<file path="src/sv/tch_pkg.sv">
// Shared constants and the arctangent table for the tilt-compensated heading block.
// No dependencies; every other file of the block but tch_delay imports this package.
package tch_pkg;

  localparam int SQ_W     = 32;  // sum of two 16-bit squares
  localparam int RT_W     = 16;  // integer square root of SQ_W bits
  localparam int ANG_W    = 18;  // angle, 65536 = one turn, with headroom
  localparam int ATAN_LEN = 24;

  // CORDIC gain 0.6072529 in Q2.30
  localparam logic signed [33:0] COS_GAIN = 34'sd652032874;

  function automatic logic signed [ANG_W-1:0] atan_tab(input int unsigned idx);
    logic signed [ANG_W-1:0] v;
    case (idx)
      0:       v = 18'sd8192;
      1:       v = 18'sd4836;
      2:       v = 18'sd2555;
      3:       v = 18'sd1297;
      4:       v = 18'sd651;
      5:       v = 18'sd326;
      6:       v = 18'sd163;
      7:       v = 18'sd81;
      8:       v = 18'sd41;
      9:       v = 18'sd20;
      10:      v = 18'sd10;
      11:      v = 18'sd5;
      12:      v = 18'sd3;
      13:      v = 18'sd1;
      14:      v = 18'sd1;
      default: v = 18'sd0;
    endcase
    return v;
  endfunction

endpackage

</file>
<file path="src/sv/tch_isqrt_cell.sv">
// One bit of a pipelined floor integer square root: tests and sets root bit K.
// Depends on tch_pkg.
module tch_isqrt_cell import tch_pkg::*; #(
  parameter int K = 0
) (
  input  logic            clk_i,
  input  logic [SQ_W-1:0] rem_i,
  input  logic [RT_W-1:0] root_i,
  output logic [SQ_W-1:0] rem_o,
  output logic [RT_W-1:0] root_o
);

  logic [SQ_W:0]   trial;
  logic [SQ_W-1:0] rem_d, rem_q;
  logic [RT_W-1:0] root_d, root_q;

  always_comb begin
    // (root + 2^K)^2 - root^2
    trial = ((SQ_W+1)'(root_i) << (K + 1)) | ((SQ_W+1)'(1) << (2 * K));
    rem_d  = rem_i;
    root_d = root_i;
    if ({1'b0, rem_i} >= trial) begin
      rem_d  = rem_i - trial[SQ_W-1:0];
      root_d = root_i | (RT_W'(1) << K);
    end
  end

  always_ff @(posedge clk_i) begin
    rem_q  <= rem_d;
    root_q <= root_d;
  end

  assign rem_o  = rem_q;
  assign root_o = root_q;

endmodule

</file>
<file path="config.mk">
export PLATFORM = sky130hd
export DESIGN_NAME = tch_isqrt_cell
export DESIGN_NICKNAME = d
export VERILOG_FILES = /design/src/sv/tch_pkg.sv /design/src/sv/tch_isqrt_cell.sv
export SDC_FILE = /design/constraint.sdc
export NUM_CORES = 1
export LEC_CHECK = 0
export BUFFER_PORTS_ARGS = -buffer_cell sky130_fd_sc_hd__buf_2
export CAP_MARGIN = 20
export CORE_MARGIN = 2
export CORE_UTILIZATION = 30
export CTS_BUF_LIST = sky130_fd_sc_hd__clkbuf_4 sky130_fd_sc_hd__clkbuf_8 sky130_fd_sc_hd__clkbuf_16
export CTS_CLUSTER_SIZE = 28
export DETAILED_ROUTE_END_ITERATION = 8
export PLACE_DENSITY = 0.54
export RECOVER_POWER = 25
export SLEW_MARGIN = 20
export SYNTH_ARGS = -nofsm -noshare
export SYNTH_HDL_FRONTEND = slang
export SYNTH_SLANG_ARGS = --single-unit
</file>
<file path="constraint.sdc">
create_clock -name clk_i -period 7.9 [get_ports clk_i]
set_input_delay 0 -clock clk_i [delete_from_list [all_inputs] [get_ports clk_i]]
set_output_delay 0 -clock clk_i [all_outputs]
set_load 0.1 [all_outputs]
</file>
* Yosys cells after proc, flatten, opt, wreduce, memory -nomap -nowiden
Cells that the tools add are included.
Operators by class: multiplexer cells 1, add/subtract/negate cells 1, magnitude comparators 1
Operator list (count):
- greater-or-equal comparator 32 x 17 -> 1 bit | 1
- 2-to-1 mux 32 bit | 1
- subtractor 32 x 17 -> 32 bit | 1
Storage, ports and cells: word-level logic and storage cells 6, input bits 49, register bits 48, output and inout bits 48

* Longest topological paths before layout
depth in word-level cells 2, mapped depth 11, mapped depth without buffers 10

* Worst setup path before layout
Ideal clock, no wire load.
path kind in2reg, start input root_i[0], end register rem_q[26] (netlist: rem_o[26]), data required time 7.782 ns, cell stages on the path 9, arrival 2.527 ns, library setup time 0.118 ns, setup slack 5.254 ns, buffers on the path 0, cells stage by stage inv_1 fa_1 a211oi_1 o31ai_1 a21o_1 a2111oi_0 o41a_1 or4b_4 xnor2_2
Between the ends: word-level cells in the longest chain between the ends 2, elaborated cells on any way between the ends 3, those cells by class add/sub: 1; order compare: 1; mux: 1
Ends and longest elaborated chain:
- start, declared | line tch_isqrt_cell.sv:8 | input logic [RT_W-1:0] root_i,
- subtractor 32 x 17 -> 32 bit / greater-or-equal comparator 32 x 17 -> 1 bit (equally long branches) | line tch_isqrt_cell.sv:23, tch_isqrt_cell.sv:22
- 2-to-1 mux 32 bit * | line tch_isqrt_cell.sv:22 | if ({1'b0, rem_i} >= trial) begin
- net rem_d[26] | line tch_isqrt_cell.sv:14 | logic [SQ_W-1:0] rem_d, rem_q;
- end signal, assigned | line tch_isqrt_cell.sv:29 | rem_q <= rem_d;
- end, declared | line tch_isqrt_cell.sv:14
The timed path passes the listed nets; every way through them passes the cells marked *. A chain may end at the register's enable or synchronous reset.

* Final worst setup path
start input rem_i[1], end register rem_q[26] (netlist: rem_o[26])
Between the ends: word-level cells in the longest chain between the ends 2, elaborated cells on any way between the ends 3, those cells by class add/sub: 1; order compare: 1; mux: 1
Ends and longest elaborated chain:
- start, declared | line tch_isqrt_cell.sv:7 | input logic [SQ_W-1:0] rem_i,
- subtractor 32 x 17 -> 32 bit / greater-or-equal comparator 32 x 17 -> 1 bit (equally long branches) | line tch_isqrt_cell.sv:23, tch_isqrt_cell.sv:22
- 2-to-1 mux 32 bit * | line tch_isqrt_cell.sv:22
- net rem_d[26] | line tch_isqrt_cell.sv:14
Marked as above.

==> flow_summary.yaml <==
die:
  core.rowCount: 32
  die_width_um: 93.9
  die_area_um2: 8820
  core_um2: 7770
  start_util: 0.312
  die_h_um: 93.9
  io_pins: 97
routing:
  vias: 2337
  ant_nets: 0
  drc: 0
  wire_per_inst_um: 12.7
  vias_per_cell: 4.54
  drt_pre_antenna_iters: 4
  routed_wl_um: 6530
  drt_iter0_markers: 105
cells_and_area:
  num_antenna_cells: 0
  fin_nets: 479
  drive_gt1_frac: 0.247
  fillers: 815
  ff_latch_area_um2: 961
  multi_input_area_um2: 1360
  area_growth_pct: 47.4
synth:
  synth_fp_nets: 332
  synth_top_family_by_area: "simple AND/OR/NAND/NOR gates"
  yosysUniqueCellTypes: 44
  synthArstFlopShare: 0
  ys.flop_type: "dfxtp_1"
  ys_top_cells_by_area: "dfxtp_1 40%, ha_1 8.8%, xnor2_1 7.2%, a21oi_1 5.6%, inv_1 3.4%"
  synth_top_area_frac: 0.396
  syn_area_per_cell_um2: 9.15
  synth.area.mux_share: 0.0325
  syn_inst: 265
  ys_seq_area_frac: 0.396
  ys_warn_count: 0
  synth_edf_count: 0
  yosys.area.top_type: "dfxtp_1"
  synth_compound_area_frac: 0.162
  synth_fa_ha_area_frac: 0.0960
  yosys.area_share.simple: 0.162
  synth_xor_area_frac: 0.108
  synth.ff_latch_count: 48
  netlist_area_um2: 2420
clock_network:
  cts.sinks: 48
  cts-root-buf: "clkbuf_8"
  cts_tree: "done"
  clock_path_buffers: 2
  ctsResizeCount: 0
  cts_setup_buffers: 0
  htree_levels: 2
  cts_buffers: 5
  clk_pin_slew_ns: 0.10
timing:
  fin_crit_ns: 3.38
  final.setup.tns_ns: 0
  drv_slew: 0
  slew_headroom: 0.224
  tightest_slew_ns: 1.17
  setup_ws_ns: 4.52
  setup_viol: 0
  rsz0062_at_grt: "no"
  fin_crit_sh: 0.428
  max_freq_mhz: 296
  hold_violations: 0
worst_setup_path:
  cp-start-kind: "input port"
  worstSetupPathType: "in -> reg"
  crit_chain: "dlygate4sd3_1 > buf_2 > fa_1 > a211oi_1 > o31ai_1 > a21o_1 > a2111oi_0 > o41a_1 > or4b_4 > xnor2_2"
  cpMaxStageDelayCell: "a2111oi_0"
  required_ns: 8.10
  crit_arrival_ns: 3.58
  worst-path-max-fanout: 7
  crit_path_end_kind: "register"
  max_stage_delay_ns: 0.60
pwr:
  irDropWorstVdd_v: 0.0000967
  power_uw: 808
  combPwrFrac: 0.462
  power_leakage_uw: 0.00161
  swShare: 0.469
  p_per_area_nw_per_um2: 226
  pwr-share-seq: 0.343
  power.share.clock: 0.195
  p_sw_uw: 379
  power.internal_uw: 429
flow_run:
  maxCapViolations: 0
global_routing:
  met3_usage: 0.0257
  busiest_layer: "met2"
  antenna_found_initial: 0
  overflow: 0
  grt_start_max_net_pins: 19
  grt.met2_usage: 0.248
  grt_use_met1: 0.187
  grt_usage: 0.146
  grt_pass1_vias: 2267
  grt_first_pass_wirelength_um: 10200
worst_hold_path:
  hp-class: "in -> reg"
place:
  hpwl_um: 4780
  place_congestion: 0.795
  dp_slack_ns: 4.74
  portBuffers: 96
outcome:
  outcome: "finished clean"
-- flip-flops by register name, summed over array words and instances, names as in the netlist --
| name | flops |
|---|---|
| rem_o | 32 |
| root_o | 16 |
-- cells in the mapped netlist (all sizes together) (3+ instances only) --
library cell / number
o21ai: 11
xnor2: 21
and2: 3
nand3: 7
xor2: 8
inv: 22
ha: 17
nor2: 19
buf: 3
nor3: 6
a21oi: 27
nand4: 6
mux2: 7
dfxtp: 48
nand2b: 3
a21o: 6
o31ai: 3
nand2: 16
nor4: 3
-- power by group through the flow --
stage	logic (uW)	registers [uW]	clock network, uW
detailed placement	357	282	0
global route	391	280	174
CTS	376	277	165
floorplan	82.2	492	0
global placement	356	282	0
finish	374	277	158
-- through the flow --
stage,hold WS [ns],instances,instance area [um^2],utilization
after floorplan,0.0277,265,2420,-
after global placement,0.118,459,3020,0.389
after detailed placement,0.118,459,3020,0.389
after CTS,0.324,515,3600,0.463
after global routing,0.332,515,3570,0.460
final,0.339,515,3570,0.460
-- layout by cell type (no fill, tap or decap), types with 3 or more instances in the layout --
master,synthesis,final
nand4_1,6,6
nor3_1,6,6
mux2_2,7,7
ha_1,17,17
buf_2,3,78
and2_1,3,3
o31ai_1,3,3
clkbuf_8,0,6
nand2_1,16,16
a21oi_1,27,27
xnor2_1,20,20
nand2b_1,3,3
dfxtp_1,48,48
o21ai_0,11,11
nor2_1,19,19
xor2_1,8,8
inv_1,22,22
a21o_1,6,6
nand3_1,7,7
clkbuf_1,2,17
dlygate4sd3_1,0,48
-- layout make-up --
cell class	instances	area share
Clock buffer	6	0.0231
Inverter	22	0.0231
Sequential cell	48	0.269
Timing Repair Buffer	145	0.265
Multi-Input combinational cell	190	0.380
Tap cell	102	0.0357
Clock inverter	2	0.00420
-- final timing paths --
path / start / endpoint / slack [ns] / depth (start not counted)
max: rem_i[1] / rem_o[26] / 4.52 / 10
min: root_i[5] / root_o[5] / 0.34 / 2
-- what timing repair did --
item | CTS | global route
setup endpoints to repair | 0 | 0
endpoints found under the hold margin | 48 | 0
hold buffers | 48 | 0
-- metal layers --
layer  wire [um]  share of wire  vias to the layer above
met4          93          0.014                        0
met3         292          0.045                        7
met5           0              0                        -
met2        3120           0.48                       56
met1        3030           0.46                     1050
li1            -              -                     1224
-- worst max-delay path: cells and delay by family --
kind | cells | cell delay (ns)
AOI/OAI and AO/OA | 5 | 1.77
buffers and inverters | 2 | 0.68
xor gates and xnor gates | 1 | 0.14
adders and majority gates | 1 | 0.48
and+or+nand+nor | 1 | 0.52
-- kinds of logic (layout without fill, tap and decap cells) --
| kind of cell | after synthesis | count (layout) |
|---|---|---|
| buffers and inverters | 27 | 175 |
| AND/OR/NAND/NOR | 73 | 73 |
| AO/OA/AOI/OAI | 63 | 63 |
| flip-flops | 48 | 48 |
| adder cells (fa/ha/maj) | 18 | 18 |
| XOR/XNOR | 29 | 29 |
| multiplexers | 7 | 7 |
No activity file was read; power rests on OpenSTA's default activity.
