==> config.mk <==
export PLATFORM = sky130hd
export DESIGN_NAME = tch_rot_cell
export DESIGN_NICKNAME = d
export VERILOG_FILES = /design/src/sv/tch_pkg.sv /design/src/sv/tch_rot_cell.sv
export SDC_FILE = /design/constraint.sdc
export NUM_CORES = 1
export LEC_CHECK = 0
export ABC_AREA = 1
export BUFFER_PORTS_ARGS = -buffer_cell sky130_fd_sc_hd__buf_2
export CORE_MARGIN = 8
export CORE_UTILIZATION = 52
export DETAILED_ROUTE_END_ITERATION = 8
export PLACE_DENSITY = 0.78
export SYNTH_ARGS = -nofsm -noshare
export SYNTH_HDL_FRONTEND = slang
export SYNTH_SLANG_ARGS = --single-unit
==> constraint.sdc <==
create_clock -name clk_i -period 1.8 [get_ports clk_i]
set_input_delay 0.27 -clock clk_i [delete_from_list [all_inputs] [get_ports clk_i]]
set_output_delay 0.27 -clock clk_i [all_outputs]
set_load 0.005 [all_outputs]
==> src/sv/tch_pkg.sv <==
// Shared constants and the arctangent table for the tilt-compensated heading block.
// No dependencies; every other file of the block but tch_delay imports this package.
package tch_pkg;

  localparam int SQ_W     = 32;  // sum of two 16-bit squares
  localparam int RT_W     = 16;  // integer square root of SQ_W bits
  localparam int ANG_W    = 18;  // angle, 65536 = one turn, with headroom
  localparam int ATAN_LEN = 24;

  // CORDIC gain 0.6072529 in Q2.30
  localparam logic signed [33:0] COS_GAIN = 34'sd652032874;

  function automatic logic signed [ANG_W-1:0] atan_tab(input int unsigned idx);
    logic signed [ANG_W-1:0] v;
    case (idx)
      0:       v = 18'sd8192;
      1:       v = 18'sd4836;
      2:       v = 18'sd2555;
      3:       v = 18'sd1297;
      4:       v = 18'sd651;
      5:       v = 18'sd326;
      6:       v = 18'sd163;
      7:       v = 18'sd81;
      8:       v = 18'sd41;
      9:       v = 18'sd20;
      10:      v = 18'sd10;
      11:      v = 18'sd5;
      12:      v = 18'sd3;
      13:      v = 18'sd1;
      14:      v = 18'sd1;
      default: v = 18'sd0;
    endcase
    return v;
  endfunction

endpackage

==> src/sv/tch_rot_cell.sv <==
// One rotation CORDIC stage: turns (x, y) by the table angle toward z = 0.
// Depends on tch_pkg for the arctangent table.
module tch_rot_cell import tch_pkg::*; #(
  parameter int W = 34,
  parameter int I = 0
) (
  input  logic                    clk_i,
  input  logic signed [W-1:0]     x_i,
  input  logic signed [W-1:0]     y_i,
  input  logic signed [ANG_W-1:0] z_i,
  output logic signed [W-1:0]     x_o,
  output logic signed [W-1:0]     y_o,
  output logic signed [ANG_W-1:0] z_o
);

  logic signed [W-1:0]     dx, dy, x_d, y_d, x_q, y_q;
  logic signed [ANG_W-1:0] z_d, z_q;

  always_comb begin
    dx = y_i >>> I;
    dy = x_i >>> I;
    if (!z_i[ANG_W-1]) begin
      x_d = x_i - dx;
      y_d = y_i + dy;
      z_d = z_i - atan_tab(I);
    end else begin
      x_d = x_i + dx;
      y_d = y_i - dy;
      z_d = z_i + atan_tab(I);
    end
  end

  always_ff @(posedge clk_i) begin
    x_q <= x_d;
    y_q <= y_d;
    z_q <= z_d;
  end

  assign x_o = x_q;
  assign y_o = y_q;
  assign z_o = z_q;

endmodule

# After elaboration in Yosys (flattened, before gate mapping)
# Index checks and enable logic that the tools add are counted.
[word_totals]
regBits = 86
out_inout_bits = 86
[classes]
n_addsub = 5
n_mux = 3
[ops]
columns = ["operator", "n"]
rows = [
  ["$mux 34", 2],
  ["$sub 34x34->34", 2],
  ["$add 34x34->34", 1],
  ["$add 18x15->18 const B", 1],
  ["$mux 18", 1],
  ["$sub 18x15->18 const B", 1],
]

# Longest topological paths before layout
[logic_depth]
word_depth = 2
depth_mapped = 17
mapped_depth_nobuf = 16

# Least setup slack after synthesis
# Ideal clock, no wire load.
[synth_timing]
path_type = "input port to flip-flop"
from = "input port x_i[0]"
to = "register y_q[32] (netlist: y_o[32])"
setup_time_ns = 0.113
arrival_ns = 1.701
required_ns = 1.687
slack_ns = -0.014
path_stages = 13
path_cell_list = "ha_1 > fa_1 > nand2_1 > nand2_1 > and2_4 > nand3_1 > nand2_1 > nand2_1 > nand2_2 > nand2_1 > nand3_1 > nand3_1 > nand2_1"
[synth_via]
elab_chain_len = 2
elab_cells_between_ends = 3
[synth_rtl]
columns = ["element", "line", "text"]
rows = [
  ["from (decl)", "tch_rot_cell.sv:8", "input logic signed [W-1:0] x_i,"],
  ["$add 34x34->34 or $sub 34x34->34 (tied branches)", "tch_rot_cell.sv:24, tch_rot_cell.sv:28", ""],
  ["$mux 34 (*)", "tch_rot_cell.sv:22", "if (!z_i[ANG_W-1]) begin"],
  ["net y_d[32]", "tch_rot_cell.sv:16", "logic signed [W-1:0] dx, dy, x_d, y_d, x_q, y_q;"],
  ["to (signal assigned)", "tch_rot_cell.sv:35", "y_q <= y_d;"],
  ["to (decl)", "tch_rot_cell.sv:16", ""],
]
# The timed path passes the listed nets; every way through them passes the cells marked *.

# Worst setup path after layout
[layout_timing]
from = "input port x_i[22]"
to = "register y_q[33] (netlist: y_o[33])"
# The elaborated chain is that of the path after synthesis.

==> results by group <==
Setup path
  • Crit path capture: y_o[33]
  • Worst Path Required: approximately 2.1 ns
  • Critical path class: primary input to flip-flop
  • Max FO, Critical Path: 7
  • Startpoint types: primary input
  • Critical Path Source: x_i[22]
  • WP data arrival: 2.03 ns
  • Crit end category: flip-flop

Placement
  • Placer congestion estimate: 1.03
  • HPWL after DPL: 29.2 mm
  • Post-place setup slack: -0.475 ns
  • Number of buffers added on ports: 172
  • Placement Cell Area: 12100 um2

Floorplan
  • Std-Cell Core Area: 17400 um2
  • Die H: between 100 and 150 um
  • I/O pin count: about 170
  • Initial core utilization: between 50 and 60%
  • Row Count: between 40 and 50
  • Die ar.: 22300 um2
  • Chip width: roughly 150 um

Route
  • Initial detailed-routing violation count: around 1100
  • DRT Pass-1 Iters: 7
  • Remaining DRCs: 0
  • Routed WL per cell: around 17 um
  • Vias: roughly 12000
  • Final wirelength: between 30 and 40 mm
  • Vias per cell: ~5.4
  • Antenna-violating nets left: 0

Logic synthesis
  • Synthesized flop and latch total: 85
  • Asr flop ratio synth: 0%
  • Top post-synthesis cells by area: nand2_1 (18%), dfxtp_1 (18%), ha_1 (14%), inv_1 (10%), nand3_1 (8.7%)
  • Area leader, netlist: nand2_1
  • Sequential fraction of the synthesis area: a little under a fifth
  • Unique masters post-synth: 40
  • Top cell type's share of synthesized area: a little under a fifth
  • Mapped Cells: 1557
  • Post-synth EDFFs: 0
  • Ys flop type: dfxtp_1
  • Area of the mapped netlist: just over 9000 um2
  • Yosys warns: 0
  • Syn avg cell area: around 6 um2
  • Synthesized Nets: approximately 1800

Clocking
  • # H-tree levels: 3
  • Clk slew on worst S/H paths: roughly 0.070 ns
  • Clock Path Buffers: 2
  • TritonCTS Buffers: 9
  • CTS sink cnt: 85
  • CTS tree: yes
  • Clk root buf: clkbuf_16

Outcome
  • Outcome: complete, no violations

Timing
  • Hold Fails Final Rpt: 0
  • FMAX: roughly 560 MHz
  • PnR worst setup slack: 0.0218 ns
  • Min Clock Period, post-route: approximately 1.8 ns
  • Worst slew margin: between 70% and 80%
  • Worst Max-Slew Pin Slew: between 0.4 and 0.5 ns
  • Final setup viols: 0
  • Unrepaired setup endpoints after global routing: yes
  • Min Hold Slack: 0.00877 ns
  • Fin crit share: a little over nine tenths
  • Pins over their slew limit: 0

Final layout
  • P&R area growth vs syn: 42.1%
  • Post-layout util: 75.6%
  • Ant diodes: 0
  • Final Cell Area: between 10000 and 15000 um2
  • Fillers: around 1400
  • Share of layout cells above drive strength 1: between 30% and 40%
  • Nets: between 2000 and 2500

GRT
  • Largest net degree at the start of global routing: 72
  • Global route overflow: 0
  • Global-route wire length before repair: 55.0 mm
  • Vias in the first global route: around 11000
  • GRT Total Usage: between 30 and 40%
  • Antenna violations before repair: 0

Power and ir drop
  • Switching part of the total: between 30% and 40%
  • Combinational share of power: 48.4%
  • Pleak: 7.19 nW
  • Net Switching: roughly 3.4 mW
  • Sequential Power Share: 26.3%
  • Internal power: about 5.2 mW
  • VDD IR max: 505 uV
  • Pwr Density: around 650 nW/um2
  • Clk pwr share: around 25%

Job
  • Maxcap violations: 0

Worst hold path
  • Hold_sp: z_i[10]
  • Hold WC Path Type: primary input to flip-flop
-- power by group through the flow --
stage / Clock [mW] / Sequential [mW] / Combinational (mW)
5_1_grt: 2.26 / 2.30 / 4.53
4_1_cts: 2.18 / 2.26 / 3.78
3_3_place_gp: 0 / 2.30 / 3.66
6_report: 2.17 / 2.26 / 4.16
3_5_place_dp: 0 / 2.30 / 3.73
2_1_floorplan: 0 / 2.35 / 1.92
-- cell families (layout without fill, tap and decap cells) --
kind of cell / after synthesis / in the layout / share of synthesized area, %
AND/OR/NAND/NOR: 793 / 793 / 36.2
multiplexers: 2 / 2 / 0.217
flip-flops: 85 / 85 / 18.4
XOR/XNOR: 27 / 27 / 2.56
buffers and inverters: 299 / 701 / 13.6
AO/OA/AOI/OAI: 244 / 244 / 14.2
adder cells (fa/ha/maj): 107 / 107 / 14.8
-- per-layer routing --
metal	wire length [um]	global-route usage, %
met1	15400	41.1
met5	0	0
met4	1300	12.3
met3	3610	5.70
met2	16000	48.2
-- Yosys cell counts (2+ instances only) --
master and count:
a21o_1 6, xor2_1 26, a21oi_1 115, nand3_2 3
nand3b_1 3, nand2_2 12, or2_2 4, buf_4 20
nor2_1 117, fa_1 4, o211ai_1 3, dfxtp_1 85
nand2_1 454, nor3_1 13, o21ai_1 7, nand4_1 12
nor4_1 2, buf_2 14, a31oi_1 2, ha_1 103
buf_6 5, clkbuf_1 5, nand3_1 160, mux2i_1 2
o22ai_1 6, nor2_2 7, o21ai_0 83, o21bai_1 16
o21a_1 4, inv_2 5, inv_1 249, nor3_2 2
-- how the worst min path moves through the flow --
stage | endpoint | slack [ns] | depth (start not counted)
2_1_floorplan | z_o[0] | 0.30 | 0
3_3_place_gp | z_o[3] | 0.37 | 1
3_5_place_dp | z_o[6] | 0.37 | 1
4_1_cts | z_o[6] | 0.006 | 1
5_1_grt | z_o[6] | 0.002 | 1
6_report | z_o[10] | 0.009 | 1
-- timing repair --
action                     4_1_cts  5_1_grt
pin swaps                        1       21
hold endpoints to repair         0        0
gates resized for setup         23      171
setup buffers                    0        2
gates cloned                     0        1
hold buffers                     0        0
setup endpoints to repair       28       50
-- layout make-up --
cell class | count | area (um2) | area share, %
multi-input cells | 1173 | 6990 | 53.2
repair buffers | 431 | 2870 | 21.9
flip-flops and latches | 85 | 1700 | 13.0
inverters | 254 | 953 | 7.26
well taps | 225 | 282 | 2.14
clock buffers | 9 | 225 | 1.72
clock inverters | 7 | 105 | 0.801
-- state kept, by name, indices dropped and copies added, names as in the netlist --
register  count
y_o          34
x_o          33
z_o          18
-- through the flow --
| stage | std cells | TNS [ns] | power, mW |
|---|---|---|---|
| after floorplan | 1557 | 0 | 4.28 |
| after global placement | 2165 | -18.74 | 5.96 |
| after detailed placement | 2165 | -20.71 | 6.03 |
| after CTS | 2181 | 0 | 8.22 |
| after global routing | 2184 | -0.521 | 9.09 |
| final | 2184 | 0 | 8.59 |
-- cell usage in the layout, fill, tap and decap left out, types with 12 or more instances in the layout --
master / instances
nor2_1: 87
o21ai_0: 67
ha_4: 15
buf_4: 254
buf_2: 172
a21oi_1: 85
nand3_1: 155
dfxtp_1: 85
ha_2: 12
a21oi_2: 30
ha_1: 76
nand2_2: 36
o21ai_1: 20
inv_1: 244
nand2_1: 424
o21bai_1: 14
xor2_1: 25
nor2_2: 29
nand4_1: 12
-- worst max-delay path: stages --
cell     delay (ns)
buf_2          0.10
inv_1          0.05
ha_2           0.38
nand2_1        0.15
nor2_2         0.18
nand2_1        0.10
nor2_1         0.23
nand3_1        0.19
nand2_1        0.11
nor2_1         0.07
nand2_1        0.06
nand2_1        0.04
nand3_1        0.06
nand2_1        0.05
No activity file was read; power rests on OpenSTA's default activity.
