**src/sv/tch_delay.sv**
```systemverilog
// Sideband delay line that keeps valid and pass-along data level with a cell chain.
// No package dependency.
module tch_delay #(
  parameter int W     = 8,
  parameter int DEPTH = 16
) (
  input  logic         clk_i,
  input  logic         rst_ni,
  input  logic         valid_i,
  input  logic [W-1:0] data_i,
  output logic         valid_o,
  output logic [W-1:0] data_o
);

  logic         vld_q [DEPTH];
  logic [W-1:0] dat_q [DEPTH];

  always_ff @(posedge clk_i or negedge rst_ni) begin
    if (!rst_ni) begin
      for (int i = 0; i < DEPTH; i++) vld_q[i] <= 1'b0;
    end else begin
      vld_q[0] <= valid_i;
      for (int i = 1; i < DEPTH; i++) vld_q[i] <= vld_q[i-1];
    end
  end

  always_ff @(posedge clk_i) begin
    dat_q[0] <= data_i;
    for (int i = 1; i < DEPTH; i++) dat_q[i] <= dat_q[i-1];
  end

  assign valid_o = vld_q[DEPTH-1];
  assign data_o  = dat_q[DEPTH-1];

endmodule

```
**config.mk**
```make
export PLATFORM = sky130hd
export DESIGN_NAME = tch_delay
export DESIGN_NICKNAME = d
export VERILOG_FILES = /design/src/sv/tch_delay.sv
export SDC_FILE = /design/constraint.sdc
export NUM_CORES = 1
export LEC_CHECK = 0
export BUFFER_PORTS_ARGS = -buffer_cell sky130_fd_sc_hd__buf_2
export CORE_MARGIN = 2
export CORE_UTILIZATION = 35
export CTS_CLUSTER_DIAMETER = 200
export DETAILED_ROUTE_END_ITERATION = 12
export MAX_ROUTING_LAYER = met4
export SETUP_SLACK_MARGIN = 0.3
export SLEW_MARGIN = 20
export SYNTH_ARGS = -nofsm -noshare
export SYNTH_HDL_FRONTEND = slang
export SYNTH_SLANG_ARGS = --single-unit
```
**constraint.sdc**
```tcl
create_clock -name clk_i -period 0.88 [get_ports clk_i]
set_clock_uncertainty 0.2 [all_clocks]
set_input_delay 0.088 -clock clk_i [delete_from_list [all_inputs] [get_ports clk_i]]
set_output_delay 0.088 -clock clk_i [all_outputs]
set_load 0.05 [all_outputs]
```
After elaboration in Yosys (flattened, before gate mapping). Memories as Yosys holds them, arrays and structs flattened. Index checks and enable logic that the tools add are counted. Widths: inputs -> output; s select.

Memory bits (writable): 128. Input port bits: 11. Bits in registers: 16. Output and inout bits: 9. Memories kept: 1.

Memories: dat_q (depth 16, width 8, read ports 16, clocked after Yosys merged registers in 0, wr ports 16, line 16) `logic [W-1:0] dat_q [DEPTH];`.

Logic depth before layout (Yosys ltp). Gate-level depths: netlist of the first run.

Depth in word-level cells: 0. Gate-level depth with buffers: 0. Depth with buffers taken out: 0.

Least setup slack after synthesis of the first run. Ideal clock, no wire load.

Path kind: flip-flop to output port. Start: memory dat_q[15][0]. End: output port data_o[0]. Arrival time: 587 ps. Data required time: 592 ps. Path slack: 5 ps. Path buffers: 0. Stages on the path, launching flop included: 1. Cell sequence: dfxtp_1.

RTL lines: start, declared (line 16); end, declared (line 12) `output logic [W-1:0] data_o`.

Worst setup path after layout of the first run.
Start: register vld_q, in the netlist valid_o. End: output port valid_o.

RTL lines: start, declared (line 15) `logic vld_q [DEPTH];`; end, declared (line 11) `output logic valid_o,`.

No word-level cell between the ends.

==> key figures, run 1 <==
CTS
  • Root buffer cell: clkbuf_8
  • Cts hold-fix bufs: 9
  • CTS max path bufs: 2
  • Post-CTS setup buffer count: 0
  • H-tree Lvls: 4
  • CTS tree: yes
  • Clk slew on worst S/H paths: 0.06 ns
  • CTS sink cnt: between 100 and 150
  • Clock Latency Late Sink: roughly 0.5 ns
  • Num CTS Buffers: 17

Layout
  • Multi-input comb cells: 0
  • Syn-to-layout area delta: 36.53%
  • Area of the multi-input gates: 0 sq um
  • Layout cell share with drive strength beyond 1: between 30% and 40%
  • FF+latch area: 3018 sq um
  • Final cell count without fillers: between 300 and 400
  • Final nets: ~200
  • Fillers: approximately 680
  • Design area: slightly above 4000 sq um
  • ANT cells: 0

STA
  • Final setup margin: -0.4440 ns
  • FMAX: 755.3 MHz
  • Hold WS: -0.7149 ns
  • Rel. slew slack: 77.64%
  • RSZ-0062 raised after global routing: true
  • Fin. max-slew vios: 0
  • Setup TNS: -3.489 ns
  • Hold Violations, Final: 16
  • Final min period: 1.324 ns
  • Setup violations, final: 9
  • Final period utilization: 150.5%
  • Worst Tran Pin Value: 0.3353 ns

Run status
  • Status: finished, violations left
  • Failing checks: negative hold slack, negative setup slack

Setup path
  • Crit path max-delay family: flip-flops
  • Critical path fanouts, max: 1
  • Crit. End Element: output port
  • CP max-delay cell: dfrtp_2
  • CP Buf/Inv Count: 1
  • Critical path class: register to output port
  • WP data required: just under 0.6 ns
  • Critical path arrival: between 1 and 1.5 ns
  • Startpoint Class: register
  • Worst path cell trace: buf_6
  • Max incr delay on CP: a little under 0.4 ns

Global route
  • Remaining global-route overflow: 0
  • Global-route wire length before repair: between 3000 and 4000 um
  • Initial antenna violation count: 0
  • GRT Overall Usage: between 6 and 7%
  • Number of global-route vias before repair: approximately 950
  • Largest net degree at the start of global routing: 17

Worst hold path
  • Hold Crit Class: input pin to asynchronous set/reset pin

Die
  • Initial core utilization: between 30% and 40%
  • CORE AREA: slightly above 8000 sq um
  • Die X: just under 100 um
  • Die H: ~96 um
  • Rows: 33
  • Die footprint: about 9200 sq um
  • I/O Pins: 20

Synth
  • Synth unique cells: 2
  • Synth Area in Compound Gates: 0%
  • Post-synthesis mux area share: 0%
  • Ys Warns: 0
  • Most frequent cell after synthesis: dfxtp_1
  • Synth cell count leaders: dfxtp_1 (128), dfrtp_1 (16)
  • Yosys reg bits: ~140
  • Post-synthesis adder-cell area fraction: 0%
  • Post-synth EDFFs: 0
  • Xor/xnor share of the synthesized area: 0%
  • Gate Count Post-Synth: 144
  • Synth Cell Area: 2963 sq um
  • Synth top area cells: dfxtp_1 (86%), dfrtp_1 (14%)
  • Main synth FF type: dfxtp_1
  • Synth area leader: dfxtp_1
  • Sequential area share after synthesis: 100.0%
  • Avg Cell Area, Syn: ~20 sq um
  • Post-Synth Simple-Gate Area: 0%
  • Async S/R FF share, synth: between 10% and 20%
  • Post-synth top area share: roughly 86%
  • Syn Nets: 155

Placement
  • Placed cell count: 268
  • PortBufs: 19
  • GP Congestion: about 0.55
  • Placed Area: around 3200 sq um

Power and ir drop
  • Tot Pwr: between 10 and 15 mW
  • Net Sw Frac: 17.57%
  • Switching pwr: between 2 and 3 mW
  • Internal Power: 11.91 mW
  • Comb pwr share: between 1 and 1.5%
  • Clock power frac: between 50% and 60%
  • Static Leakage: 1.713 nW
  • Ratio of total power to cell area: approximately 3600 nW/um^2
  • Worst IR Drop VDD: 2.149 mV
  • Sequential Power Share: between 40% and 50%

Flow run
  • Max_cap viols: 0

Routing
  • Avg WL per Cell: roughly 7.6 um
  • Number of remaining DRC errors: 0
  • DR vias: 1068
  • DRT antenna net count: 0
  • Pre-Repair DR Iteration Count: 4
  • Vias per Instance: around 3.5
  • Routed wire length: 2338 um
  • DRT iter0 DRCs: 38
## flip-flops by register name, indices dropped and copies added, names as in the netlist
register,count
dat_q,128
vld_q,15
valid_o,1
## area by class of cell
cell class / count / share of cell area, %
clock buffer: 20 / 10.76
sequential: 144 / 74.61
tap: 105 / 3.248
clock inverter: 12 / 4.671
timing repair buffer: 28 / 6.712
## metal layers
metal  vias up  GRT usage, %  wire (um)
met2        32         7.697       1045
met4         0         7.500         18
met3         2         6.578        198
li1        542             -          -
met1       492         5.843       1076
met5         -             -          0
## timing repair
action                     4_1_cts  5_1_grt
hold endpoints to repair        25       23
setup endpoints to repair      144      144
gates resized for setup         26       21
## logic make-up after synthesis
group  after synthesis
flops              144
## power by group through the flow
stage | clock, mW | combinational, mW | sequential, mW
global placement | 0 | 0.131 | 7.06
global route | 7.83 | 0.212 | 6.99
floorplan | 0 | 0 | 7.14
finish | 7.29 | 0.201 | 6.96
CTS | 7.52 | 0.201 | 6.95
detailed placement | 0 | 0.132 | 7.08
## placed cells by master, fill, tap and decap left out, drive strengths merged
cell and n:
clkinvlp 2, clkbuf 20, dfrtp 16, dlygate4sd3 9
bufinv 5, buf 19, dfxtp 128, clkinv 5
## worst paths after layout
path                              start           end  slack [ns]  cells after the start
max in group asynchronous        rst_ni       valid_o        0.92                      1
max                             valid_o       valid_o       -0.44                      1
min in group clk_i            data_i[2]   dat_q[0][2]        0.02                      2
max reg2reg                   vld_q[12]     vld_q[11]        0.21                      0
min                              rst_ni     vld_q[15]       -0.71                      1
min reg2reg                dat_q[11][0]  dat_q[12][0]        0.12                      0
## metrics by stage
stage               util (%)  setup slack, ns  hold WS (ns)
finish                 49.23          -0.4440       -0.7149
global route           49.23          -0.4981       -0.7347
CTS                    48.88          -0.4864       -0.7402
detailed placement     39.17          0.02738       -0.1903
global placement       39.17          0.03072       -0.1988
floorplan                  -           0.1073       -0.4076
Power figures use the tool's default switching activity.
==> inputs of run 2 (changes only) <==
PLACE_DENSITY_LB_ADDON = 0.1   (was not set)
==> run 2 against run 1 <==
Compared with the run above:
- clock-buffer cell count rose by 1
- worst setup slack improved by 0.0066 ns
- register-to-register slack hardly changed
- flip-flop and latch count did not move
- global-route usage increased by 0.26 points
- critical path depth did not move
- via count grew 2.2%
- critical endpoint unchanged
- the run still ends with negative hold slack, negative setup slack left
- maximum frequency is 0.50% higher
- combinational power about the same
==> key figures, run 2 (synthesis results as in run 1) <==
Setup path
  • CP Buf/Inv Count: 1
  • CP max-delay cell: dfrtp_2
  • Critical path class: register to output port
  • Critical path arrival: between 1 and 1.5 ns
  • Max incr delay on CP: 0.39 ns
  • Critical path fanouts, max: 1
  • Critical Path Stages: 1
  • R2R depth: 0
  • Worst path cell trace: buf_6
  • Crit. End Element: output port
  • Crit path max-delay family: flip-flops
  • Startpoint Class: register
  • WP data required: about 0.59 ns

Global route
  • Global-route wire length before repair: 4243 um
  • GR Util met1: under 10%
  • Largest net degree at the start of global routing: 17
  • M2 GR Usage: 10.76%
  • Most used routing layer: met2
  • Initial antenna violation count: 0
  • Remaining global-route overflow: 0
  • Grt met3 use: 5.403%
  • GRT Overall Usage: roughly 7.1%
  • Number of global-route vias before repair: ~1100

CTS
  • Clock Latency Late Sink: ~0.49 ns
  • Num CTS Buffers: 17
  • Clk slew on worst S/H paths: roughly 0.06 ns
  • Cts hold-fix bufs: 9
  • CTS tree: yes
  • CTS sink cnt: between 100 and 150
  • CTS max path bufs: 2
  • H-tree Lvls: 4
  • Root buffer cell: clkbuf_8

Flow run
  • Max_cap viols: 0

Power and ir drop
  • Switching pwr: 2.660 mW
  • Worst IR Drop VDD: 1.332 mV
  • Static Leakage: approximately 1.7 nW
  • Clock power frac: 46.9%
  • Net Sw Frac: 19.71%
  • Internal Power: ~11 mW
  • Sequential Power Share: around 52%
  • Tot Pwr: ~13 mW
  • Ratio of total power to cell area: between 3000 and 4000 nW/um^2
  • Comb pwr share: roughly 1.5%

Run status
  • Status: finished, violations left
  • Failing checks: negative hold slack, negative setup slack

STA
  • Worst Tran Pin Value: between 0.3 and 0.4 ns
  • Final min period: between 1 and 1.5 ns
  • Hold Violations, Final: 16
  • Rel. slew slack: between 70% and 80%
  • Final period utilization: 149.7%
  • Fin. max-slew vios: 0
  • Setup violations, final: 9
  • Final setup margin: -0.4375 ns
  • Hold WS: -0.7036 ns
  • Setup TNS: -3.445 ns
  • FMAX: approximately 760 MHz
  • RSZ-0062 raised after global routing: true

Layout
  • Final nets: ~200
  • Post-Route Utilization: 48.42%
  • Area of the multi-input gates: 0 sq um
  • Final cell count without fillers: between 300 and 400
  • Most frequent cells in the layout: dfxtp_1 (91), dfxtp_2 (30), clkbuf_16 (16), dfrtp_1 (15), buf_2 (10)
  • Max FFs per register: approximately 130
  • Reg with most FFs: dat_q
  • Syn-to-layout area delta: 34.29%
  • ANT cells: 0
  • Leading cell type in the layout, fill and taps excluded: dfxtp_1
  • Multi-input comb cells: 0
  • Layout cell share with drive strength beyond 1: between 40% and 50%

Die
  • Die X: 96.01 um
  • I/O Pins: 20
  • Initial core utilization: approximately 36%
  • Die footprint: about 9000 sq um
  • Die H: 96.01 um
  • CORE AREA: 8217 sq um
  • Rows: 33

Routing
  • DR vias: around 1100
  • DRT iter0 DRCs: 31
  • Avg WL per Cell: 8.039 um
  • Number of remaining DRC errors: 0
  • Pre-Repair DR Iteration Count: 4
  • DRT antenna net count: 0
  • Routed wire length: approximately 2500 um
  • Vias per Instance: approximately 3.5

Worst hold path
  • Hold Crit Class: input pin to asynchronous set/reset pin

Placement
  • GP Congestion: between 0.5 and 0.6
  • Placed cell count: roughly 270
  • PortBufs: 19
==> run 2: timing repair <==
action	4_1_cts	5_1_grt
setup buffers	0	0
gates resized for setup	30	25
hold endpoints to repair	25	19
endpoints found under the setup margin	144	144
==> run 2: power by group through the flow <==
stage	sequential, mW	combinational (mW)	clock, mW
6_report	6.96	0.203	6.33
5_1_grt	7.00	0.215	6.83
4_1_cts	6.96	0.202	6.55
3_5_place_dp	7.09	0.134	0
3_3_place_gp	7.06	0.132	0
2_1_floorplan	7.14	0	0
==> run 2: final cells by class <==
cell class / count / area (sq um)
sequential: 144 / 3028
clock buffer: 21 / 439.2
timing repair buffer: 28 / 271.5
clock inverter: 11 / 108.9
fill: 684 / 4238
tap: 105 / 131.4
==> run 2: per-layer routing <==
metal / vias up / part of all wire [%]
met4: 0 / 2.4
met3: 7 / 4.6
met5: - / 0
met2: 29 / 50
li1: 538 / -
met1: 517 / 43
==> run 2: final timing paths <==
kind,to,slack [ns],start
max reg2reg,valid_o,0.21,vld_q[1]
max,valid_o,-0.44,valid_o
min reg2reg,dat_q[11][3],0.12,dat_q[10][3]
min,vld_q[15],-0.70,rst_ni
min in group clk_i,dat_q[0][5],0.03,data_i[5]
max in group asynchronous,valid_o,0.91,rst_ni
==> run 2: per-stage QoR <==
stage / cell area (sq um) / worst slack, ns
2_1_floorplan: 2992 / 0.1073
5_1_grt: 3979 / -0.4781
3_3_place_gp: 3218 / 0.03060
4_1_cts: 3945 / -0.4740
6_report: 3979 / -0.4375
3_5_place_dp: 3218 / 0.02660
