===== config.mk =====
export PLATFORM = sky130hd
export DESIGN_NAME = tch_vec_cell
export DESIGN_NICKNAME = d
export VERILOG_FILES = /design/src/sv/tch_pkg.sv /design/src/sv/tch_vec_cell.sv
export SDC_FILE = /design/constraint.sdc
export NUM_CORES = 1
export LEC_CHECK = 0
export BUFFER_PORTS_ARGS = -buffer_cell sky130_fd_sc_hd__buf_4
export CELL_PAD_IN_SITES_DETAIL_PLACEMENT = 0
export CELL_PAD_IN_SITES_GLOBAL_PLACEMENT = 1
export CORE_UTILIZATION = 43
export CTS_CLUSTER_DIAMETER = 80
export DETAILED_ROUTE_END_ITERATION = 16
export GPL_TIMING_DRIVEN = 1
export PLACE_DENSITY = 0.91
export SETUP_SLACK_MARGIN = 0.05
export SLEW_MARGIN = 10
export SYNTH_ARGS = -nofsm -noshare
export SYNTH_HDL_FRONTEND = slang
export SYNTH_SLANG_ARGS = --single-unit

===== constraint.sdc =====
create_clock -name clk_i -period 5.3 [get_ports clk_i]
set_input_delay 0.795 -clock clk_i [delete_from_list [all_inputs] [get_ports clk_i]]
set_output_delay 0.795 -clock clk_i [all_outputs]
set_load 0.01 [all_outputs]

===== src/sv/tch_pkg.sv =====
// Shared constants and the arctangent table for the tilt-compensated heading block.
// No dependencies; every other file of the block but tch_delay imports this package.
package tch_pkg;

  localparam int SQ_W     = 32;  // sum of two 16-bit squares
  localparam int RT_W     = 16;  // integer square root of SQ_W bits
  localparam int ANG_W    = 18;  // angle, 65536 = one turn, with headroom
  localparam int ATAN_LEN = 24;

  // CORDIC gain 0.6072529 in Q2.30
  localparam logic signed [33:0] COS_GAIN = 34'sd652032874;

  function automatic logic signed [ANG_W-1:0] atan_tab(input int unsigned idx);
    logic signed [ANG_W-1:0] v;
    case (idx)
      0:       v = 18'sd8192;
      1:       v = 18'sd4836;
      2:       v = 18'sd2555;
      3:       v = 18'sd1297;
      4:       v = 18'sd651;
      5:       v = 18'sd326;
      6:       v = 18'sd163;
      7:       v = 18'sd81;
      8:       v = 18'sd41;
      9:       v = 18'sd20;
      10:      v = 18'sd10;
      11:      v = 18'sd5;
      12:      v = 18'sd3;
      13:      v = 18'sd1;
      14:      v = 18'sd1;
      default: v = 18'sd0;
    endcase
    return v;
  endfunction

endpackage


===== src/sv/tch_vec_cell.sv =====
// One vectoring CORDIC stage: rotates toward y = 0 and accumulates the angle.
// Depends on tch_pkg for the arctangent table.
module tch_vec_cell import tch_pkg::*; #(
  parameter int W = 34,
  parameter int I = 0
) (
  input  logic                    clk_i,
  input  logic signed [W-1:0]     x_i,
  input  logic signed [W-1:0]     y_i,
  input  logic signed [ANG_W-1:0] z_i,
  output logic signed [W-1:0]     x_o,
  output logic signed [W-1:0]     y_o,
  output logic signed [ANG_W-1:0] z_o
);

  logic signed [W-1:0]     dx, dy, x_d, y_d, x_q, y_q;
  logic signed [ANG_W-1:0] z_d, z_q;

  always_comb begin
    dx = y_i >>> I;
    dy = x_i >>> I;
    if (!y_i[W-1]) begin
      x_d = x_i + dx;
      y_d = y_i - dy;
      z_d = z_i + atan_tab(I);
    end else begin
      x_d = x_i - dx;
      y_d = y_i + dy;
      z_d = z_i - atan_tab(I);
    end
  end

  always_ff @(posedge clk_i) begin
    x_q <= x_d;
    y_q <= y_d;
    z_q <= z_d;
  end

  assign x_o = x_q;
  assign y_o = y_q;
  assign z_o = z_q;

endmodule


After elaboration in Yosys (flattened, before gate mapping)
Cells that the tools add are included.

Flip-flop bits (word level): 86. Input bits: 87. Logic and storage cells: 11.

Add/subtract/negate cells: 5. Muxes and demuxes: 3.

Operators by type and width (count): 2-to-1 mux 34 bit (2); subtractor 34 bit (2); adder 34 bit (1); adder 18 x 15 -> 18 bit, second input constant (1); 2-to-1 mux 18 bit (1); subtractor 18 x 15 -> 18 bit, second input constant (1).

Depth between registers and ports, before layout
Gate-level depths: netlist (run 1).

Word-level depth: 2. Gate-level depth with buffers: 12. Depth with buffers taken out: 12.

Worst setup path after synthesis (run 1)
No wires, ideal clock.

Kind: input port to flip-flop. From: in x_i[15]. To: reg y_q[32], in the netlist y_o[32]. Arrival time: 3.252 ns. Data required time: 5.168 ns. Path slack: 1.916 ns. Cell stages on the path: 11. Path buffers: 0. Cell sequence: inv_1 > ha_1 > or4_1 > or3_1 > a211oi_2 > nor3_1 > o41ai_2 > a211oi_2 > o21bai_4 > a311oi_1 > xor2_1.

Longest elaborated chain between the ends: 2. Elaborated cells on any way between the ends: 3.

Ends and longest elaborated chain: start, declared (line tch_vec_cell.sv:8) `input logic signed [W-1:0] x_i,`; subtractor 34 bit / adder 34 bit (equally long branches) (line tch_vec_cell.sv:24, tch_vec_cell.sv:28); 2-to-1 mux 34 bit * (line tch_vec_cell.sv:22) `if (!y_i[W-1]) begin`; named net y_d[32] (line tch_vec_cell.sv:16) `logic signed [W-1:0] dx, dy, x_d, y_d, x_q, y_q;`; end signal, assigned (line tch_vec_cell.sv:35) `y_q <= y_d;`; end, declared (line tch_vec_cell.sv:16).

Mark *: on every way through the listed nets, which the timed path passes. The rest lies on a longest branch.

Worst setup path after layout (run 1)
Ends and elaborated chain as after synthesis.

==> results.toml, run 1 <==
[timing]
rsz0062_at_grt = "false"
worst_slew_pin_slew_ps = 1020
period_minus_slack_ps = 3760
fin_tns_setup_ps = 0
setup_viol = 0
slew_headroom = 0.320
period_share = 0.709
slew_viol_final = 0
hold_viol_final = 0
fmax_mhz = 266
hold_ws_ps = 542

[cts]
cts_resized = 0
htree_levels = 3
cts_setup_buffers = 0
cts_max_path_buffers = 2
clk_pin_slew_ps = 70
cts_tree = "yes"
cts.sinks = 85
cts_buffers = 9
cts_hold_buf = 0
root_buffer = "clkbuf_16"

[setup_path]
worstSetupPathType = "input port to flop"
crit_required_ps = 5530
arrival_ps = 3990
cp-end-kind = "flop"
worst-path-max-fanout = 15
cp-start-kind = "input port"

[power_and_ir_drop]
p_leak_nw = 4.38
powerDensity_nw_per_um2 = 271
ir_worst_vdd_mv = 0.180

[floorplan]
rows = 47
dieHeight_um = 134
die_w_um = 134
die_area_um2 = 18000
start_util = 0.446
io_pins = 173
core_area_um2 = 16800

[route]
wirelength_um = 23300
via_count = 7519
via_per_inst = 5.67
drtIter0Drc = 589
antenna_left = 0
route.detailed.drc = 0
wl_per_cell_um = 17.6
dr.pass1.iters = 5

[outcome]
status = "finished, final reports clean"

[hold_path]
hp-class = "input port to flop"
hold_path.startpoint = "z_i[3]"
hold_end = "z_o[3]$_DFF_P_"
hold_depth = 1

[placed_design]
numPortBuffers = 172
place_congestion = 0.974
dpl.hpwl_um = 18400

[layout]
fin_nets = 1296
final_layout_size_suffix_gt1_frac = 0.182
syn2layout_area_growth_pct = 22.5
post-route-util = 0.546
n_antenna_cell = 0

[global_routing]
antenna_found_initial = 0
grt_pass1_wl_um = 36700
grt_overflow = 0
grt_max_degree = 93
grtUsageTotal = 0.258
grt_pass1_vias = 7153

[synth]
synth_cells = 960
synth_top_cell_area_share = 0.227
synth_top_cell_by_area = "dfxtp_1"
synth-seq-cells = 85
ys.flop_type = "dfxtp_1"
avgSynthCellArea_um2 = 7.82
yosys_warnings = 0
synth_area_leaders = "dfxtp_1 (23%), ha_1 (17%), a21oi_1 (6.5%), xnor2_1 (6.1%), inv_1 (5.0%)"
synthesis.nets = 1153
synth_cell_types = 66
seq_area_frac_synth = 0.227
async_reset_ff_frac = 0
syn_area_um2 = 7500
synth_edf_count = 0

[job]
maxCapViolations = 0
==> how the worst max path moves through the flow <==
stage | start | endpoint | slack, ps
5_1_grt | x_i[15] | y_o[30]$_DFF_P_ | 1350
6_report | x_i[15] | y_o[32]$_DFF_P_ | 1540
4_1_cts | x_i[15] | y_o[30]$_DFF_P_ | 1590
3_5_place_dp | x_i[15] | y_o[30]$_DFF_P_ | 1220
2_1_floorplan | x_i[15] | y_o[32]$_DFF_P_ | 1920
3_3_place_gp | x_i[15] | y_o[32]$_DFF_P_ | 1260
==> report_power, final <==
part / switching [mW] / internal (mW)
registers: 0.0406 / 0.774
logic: 0.587 / 0.467
clock network: 0.299 / 0.321
==> worst max-delay path, stage by stage <==
cell and delay, ps:
buf_4 90, inv_1 40, ha_1 470, or4_1 650
or3_1 350, a211oi_2 240, nor3_1 140, o41ai_2 460
a211oi_2 200, o21bai_4 200, a311oi_1 140, xor2_1 200
==> placed cells by master (no fill, tap or decap), types with 12 or more instances in the layout <==
| cell type | netlist | routed |
|---|---|---|
| a211oi_1 | 17 | 17 |
| a21o_1 | 22 | 22 |
| a21oi_1 | 97 | 97 |
| a31oi_1 | 13 | 13 |
| buf_4 | 1 | 174 |
| dfxtp_1 | 85 | 85 |
| ha_1 | 102 | 102 |
| inv_1 | 99 | 99 |
| mux2i_1 | 15 | 15 |
| nand2_1 | 46 | 46 |
| nand2b_1 | 16 | 16 |
| nand3_1 | 12 | 12 |
| nor2_1 | 71 | 71 |
| nor2b_1 | 14 | 14 |
| nor3_1 | 19 | 19 |
| o21ai_0 | 63 | 63 |
| o21bai_1 | 20 | 20 |
| xnor2_1 | 52 | 52 |
| xor2_1 | 16 | 16 |
==> cell usage after synthesis, drive strengths merged, types with 3 or more instances <==
| library cell | instances |
|---|---|
| a31oi | 13 |
| o21bai | 21 |
| nand4 | 9 |
| a211o | 4 |
| nor2b | 14 |
| a21boi | 3 |
| buf | 16 |
| dfxtp | 85 |
| a211oi | 19 |
| nor2 | 71 |
| and3 | 3 |
| a21oi | 97 |
| nor3 | 19 |
| o211ai | 11 |
| or3 | 8 |
| o31a | 3 |
| nand2 | 46 |
| o31ai | 9 |
| o22ai | 4 |
| mux2i | 15 |
| fa | 4 |
| o21ai | 63 |
| xor2 | 16 |
| nor4 | 9 |
| clkbuf | 26 |
| or4 | 5 |
| xnor2 | 52 |
| o41ai | 4 |
| inv | 99 |
| nand2b | 16 |
| ha | 102 |
| clkinv | 4 |
| a311oi | 4 |
| a21o | 22 |
| o21a | 11 |
| a2111oi | 3 |
| nand3 | 12 |
| a22oi | 3 |
| and2 | 3 |
| or2 | 3 |
==> through the flow <==
step	setup WS, ps	instances	total power [mW]	area, um2
2_1_floorplan	1920	960	1.43	7500
3_3_place_gp	1260	1312	1.87	8920
3_5_place_dp	1220	1312	1.87	8920
4_1_cts	1590	1327	2.50	9190
5_1_grt	1350	1327	2.62	9190
6_report	1540	1327	2.49	9190
==> kinds of logic after synthesis <==
group	count (synthesis)	synth area share
flops	85	0.227
fa+ha+maj	106	0.181
mux	16	0.0215
xor+xnor	68	0.0794
compound gates	316	0.272
simple gates	224	0.145
buf+inv	145	0.0740
==> layer usage <==
metal	share of wire	GRT usage
met1	0.44	0.331
met2	0.46	0.424
met3	0.075	0.0465
met4	0.026	0.107
met5	0	0
==> sequential cells by signal (all words and copies together) (netlist names) <==
signal	count
z_o	18
x_o	33
y_o	34
==> area by class of cell <==
type / instances / area [um2]
Clock buffer: 9 / 225
Clock inverter: 6 / 47.5
Fill cell: 1695 / 7630
Inverter: 103 / 387
Multi-Input combinational cell: 730 / 5250
Sequential cell: 85 / 1700
Tap cell: 220 / 275
Timing Repair Buffer: 174 / 1310
Power figures use the tool's default switching activity.
==> run 2, diff against run 1 <==
CORE_UTILIZATION = 36   (was 43)
PLACE_DENSITY = 0.81   (was 0.91)
clock period = 3.05 ns   (was 5.3 ns; I/O delays follow)
==> run 2 against run 1 <==
Net effect:
- combinational power grew 110%
- critical path depth increased by 2
- final cell count is 19% higher
- sequential power rose by 74%
- non-clock buffer count rose by 198
- die area increased by 19%
- design area grew 19%
- global-route usage is 1.4 points lower
- highest routed layer unchanged
==> results.toml, run 2 (synthesis gave the netlist of run 1 again) <==
[outcome]
status = "finished, final reports clean"

[cts]
cts_buffers = 9
cts_hold_buf = 0
cts_tree = "yes"
cts_max_path_buffers = 2
cts.sinks = 85
clk_pin_slew_ps = 70
htree_levels = 3
root_buffer = "clkbuf_16"

[job]
maxCapViolations = 0

[setup_path]
cp_common_cell = "buf_4"
cp-end-kind = "flop"
slowest_delay_ps = 380
critical-path-slowest-cell = "fa_1"
crit_required_ps = 3290
cp-start-kind = "input port"
arrival_ps = 3140
worstSetupPathType = "input port to flop"
worst-path-max-fanout = 5
path_cells = "buf_4 > ha_1 > fa_1 > nor2b_1 > o221ai_2 > buf_4 > a211oi_2 > nor3_1 > buf_4 > o41ai_4 > a211oi_4 > o21bai_4 > o41a_1 > xnor2_1"

[placed_design]
dpl.hpwl_um = 21000
dp.cells = 1557
place_congestion = 0.897
numPortBuffers = 172
dpl_cell_area_um2 = 10500

[timing]
slew_headroom = 0.621
period_share = 0.953
hold_viol_final = 0
setup_viol = 0
slew_viol_final = 0
fmax_mhz = 344
period_minus_slack_ps = 2910
worst_slew_pin_slew_ps = 563
rsz0062_at_grt = "true"

[layout]
fin_cells = 1576
final_cell_area_um2 = 11000
n_antenna_cell = 0
mostFrequentLayoutCells = "buf_4 (366), ha_1 (99), inv_1 (96), a21oi_1 (96), dfxtp_1 (85)"
fin_nets = 1494
final_common_cell = "buf_4"
syn2layout_area_growth_pct = 46.0
final_layout_size_suffix_gt1_frac = 0.322
largest_reg_flops = 34

[route]
via_count = 8206
wl_per_cell_um = 16.5
wirelength_um = 26000
via_per_inst = 5.21
antenna_left = 0
drtIter0Drc = 739
route.detailed.drc = 0
dr.pass1.iters = 6

[floorplan]
die_w_um = 146
rows = 52
core_area_um2 = 20400
start_util = 0.369
die_area_um2 = 21400
io_pins = 173
dieHeight_um = 146

[global_routing]
grt_pass1_vias = 7900
grt_pass1_wl_um = 41300
grtUsageTotal = 0.243
grt_overflow = 0
grt_max_degree = 96
antenna_found_initial = 0

[power_and_ir_drop]
ir_worst_vdd_mv = 0.324
powerDensity_nw_per_um2 = 439
p_leak_nw = 5.39

[hold_path]
hp-class = "input port to flop"
## run 2: changes by cell type in the layout (fill, tap and decap cells not counted), sizes merged
cell and change:
buf +198, bufinv +1, clkbuf +1, clkinv -1
## run 2: metal layers
metal | GRT usage | part of all wire
met5 | 0 | 0
met4 | 0.0818 | 0.025
met3 | 0.0369 | 0.061
met2 | 0.397 | 0.46
met1 | 0.326 | 0.46
## run 2: worst paths after layout
check / startpoint / end / slack, ps / cells after the start
max: x_i[0] / x_o[30]$_DFF_P_ / 140 / 14
min: z_i[12] / z_o[12]$_DFF_P_ / 200 / 1
## run 2: power by group
part	internal (mW)	total, mW	switching [mW]
combinational	1.08	2.19	1.11
sequential	1.35	1.42	0.0715
clock	0.672	1.21	0.539
## run 2: worst max-delay path: cells and delay by family
kind / cells / cell delay (ps)
AOI/OAI and AO/OA: 6 / 1150
adders and majority gates: 2 / 600
buffers and inverters: 3 / 470
and+or+nand+nor: 2 / 350
xor gates and xnor gates: 1 / 130
## run 2: repair_timing
action / in CTS / in global routing
gates resized for setup: 17 / 12
setup buffers: 3 / 1
endpoints found under the setup margin: 6 / 22
pin swaps: 12 / 6
## run 2: cell type report
| class | instances | area, um2 |
|---|---|---|
| Tap cell | 270 | 338 |
| Fill cell | 1947 | 9410 |
| Clock buffer | 10 | 239 |
| Sequential cell | 85 | 1700 |
| Inverter | 103 | 392 |
| Timing Repair Buffer | 372 | 2830 |
| Clock inverter | 6 | 75.1 |
| Multi-Input combinational cell | 730 | 5380 |
## run 2: through the flow
step | util | worst slack (ps) | power [mW] | TNS [ps] | hold WS, ps
after global routing | 0.538 | 8.82 | 5.10 | 0 | 191
after detailed placement | 0.514 | -474 | 3.57 | -6380 | 563
after global placement | 0.514 | -393 | 3.57 | -5890 | 562
after CTS | 0.535 | 38.7 | 4.83 | 0 | 193
after floorplan | - | 78.0 | 2.49 | 0 | 485
final | 0.538 | 144 | 4.81 | 0 | 203
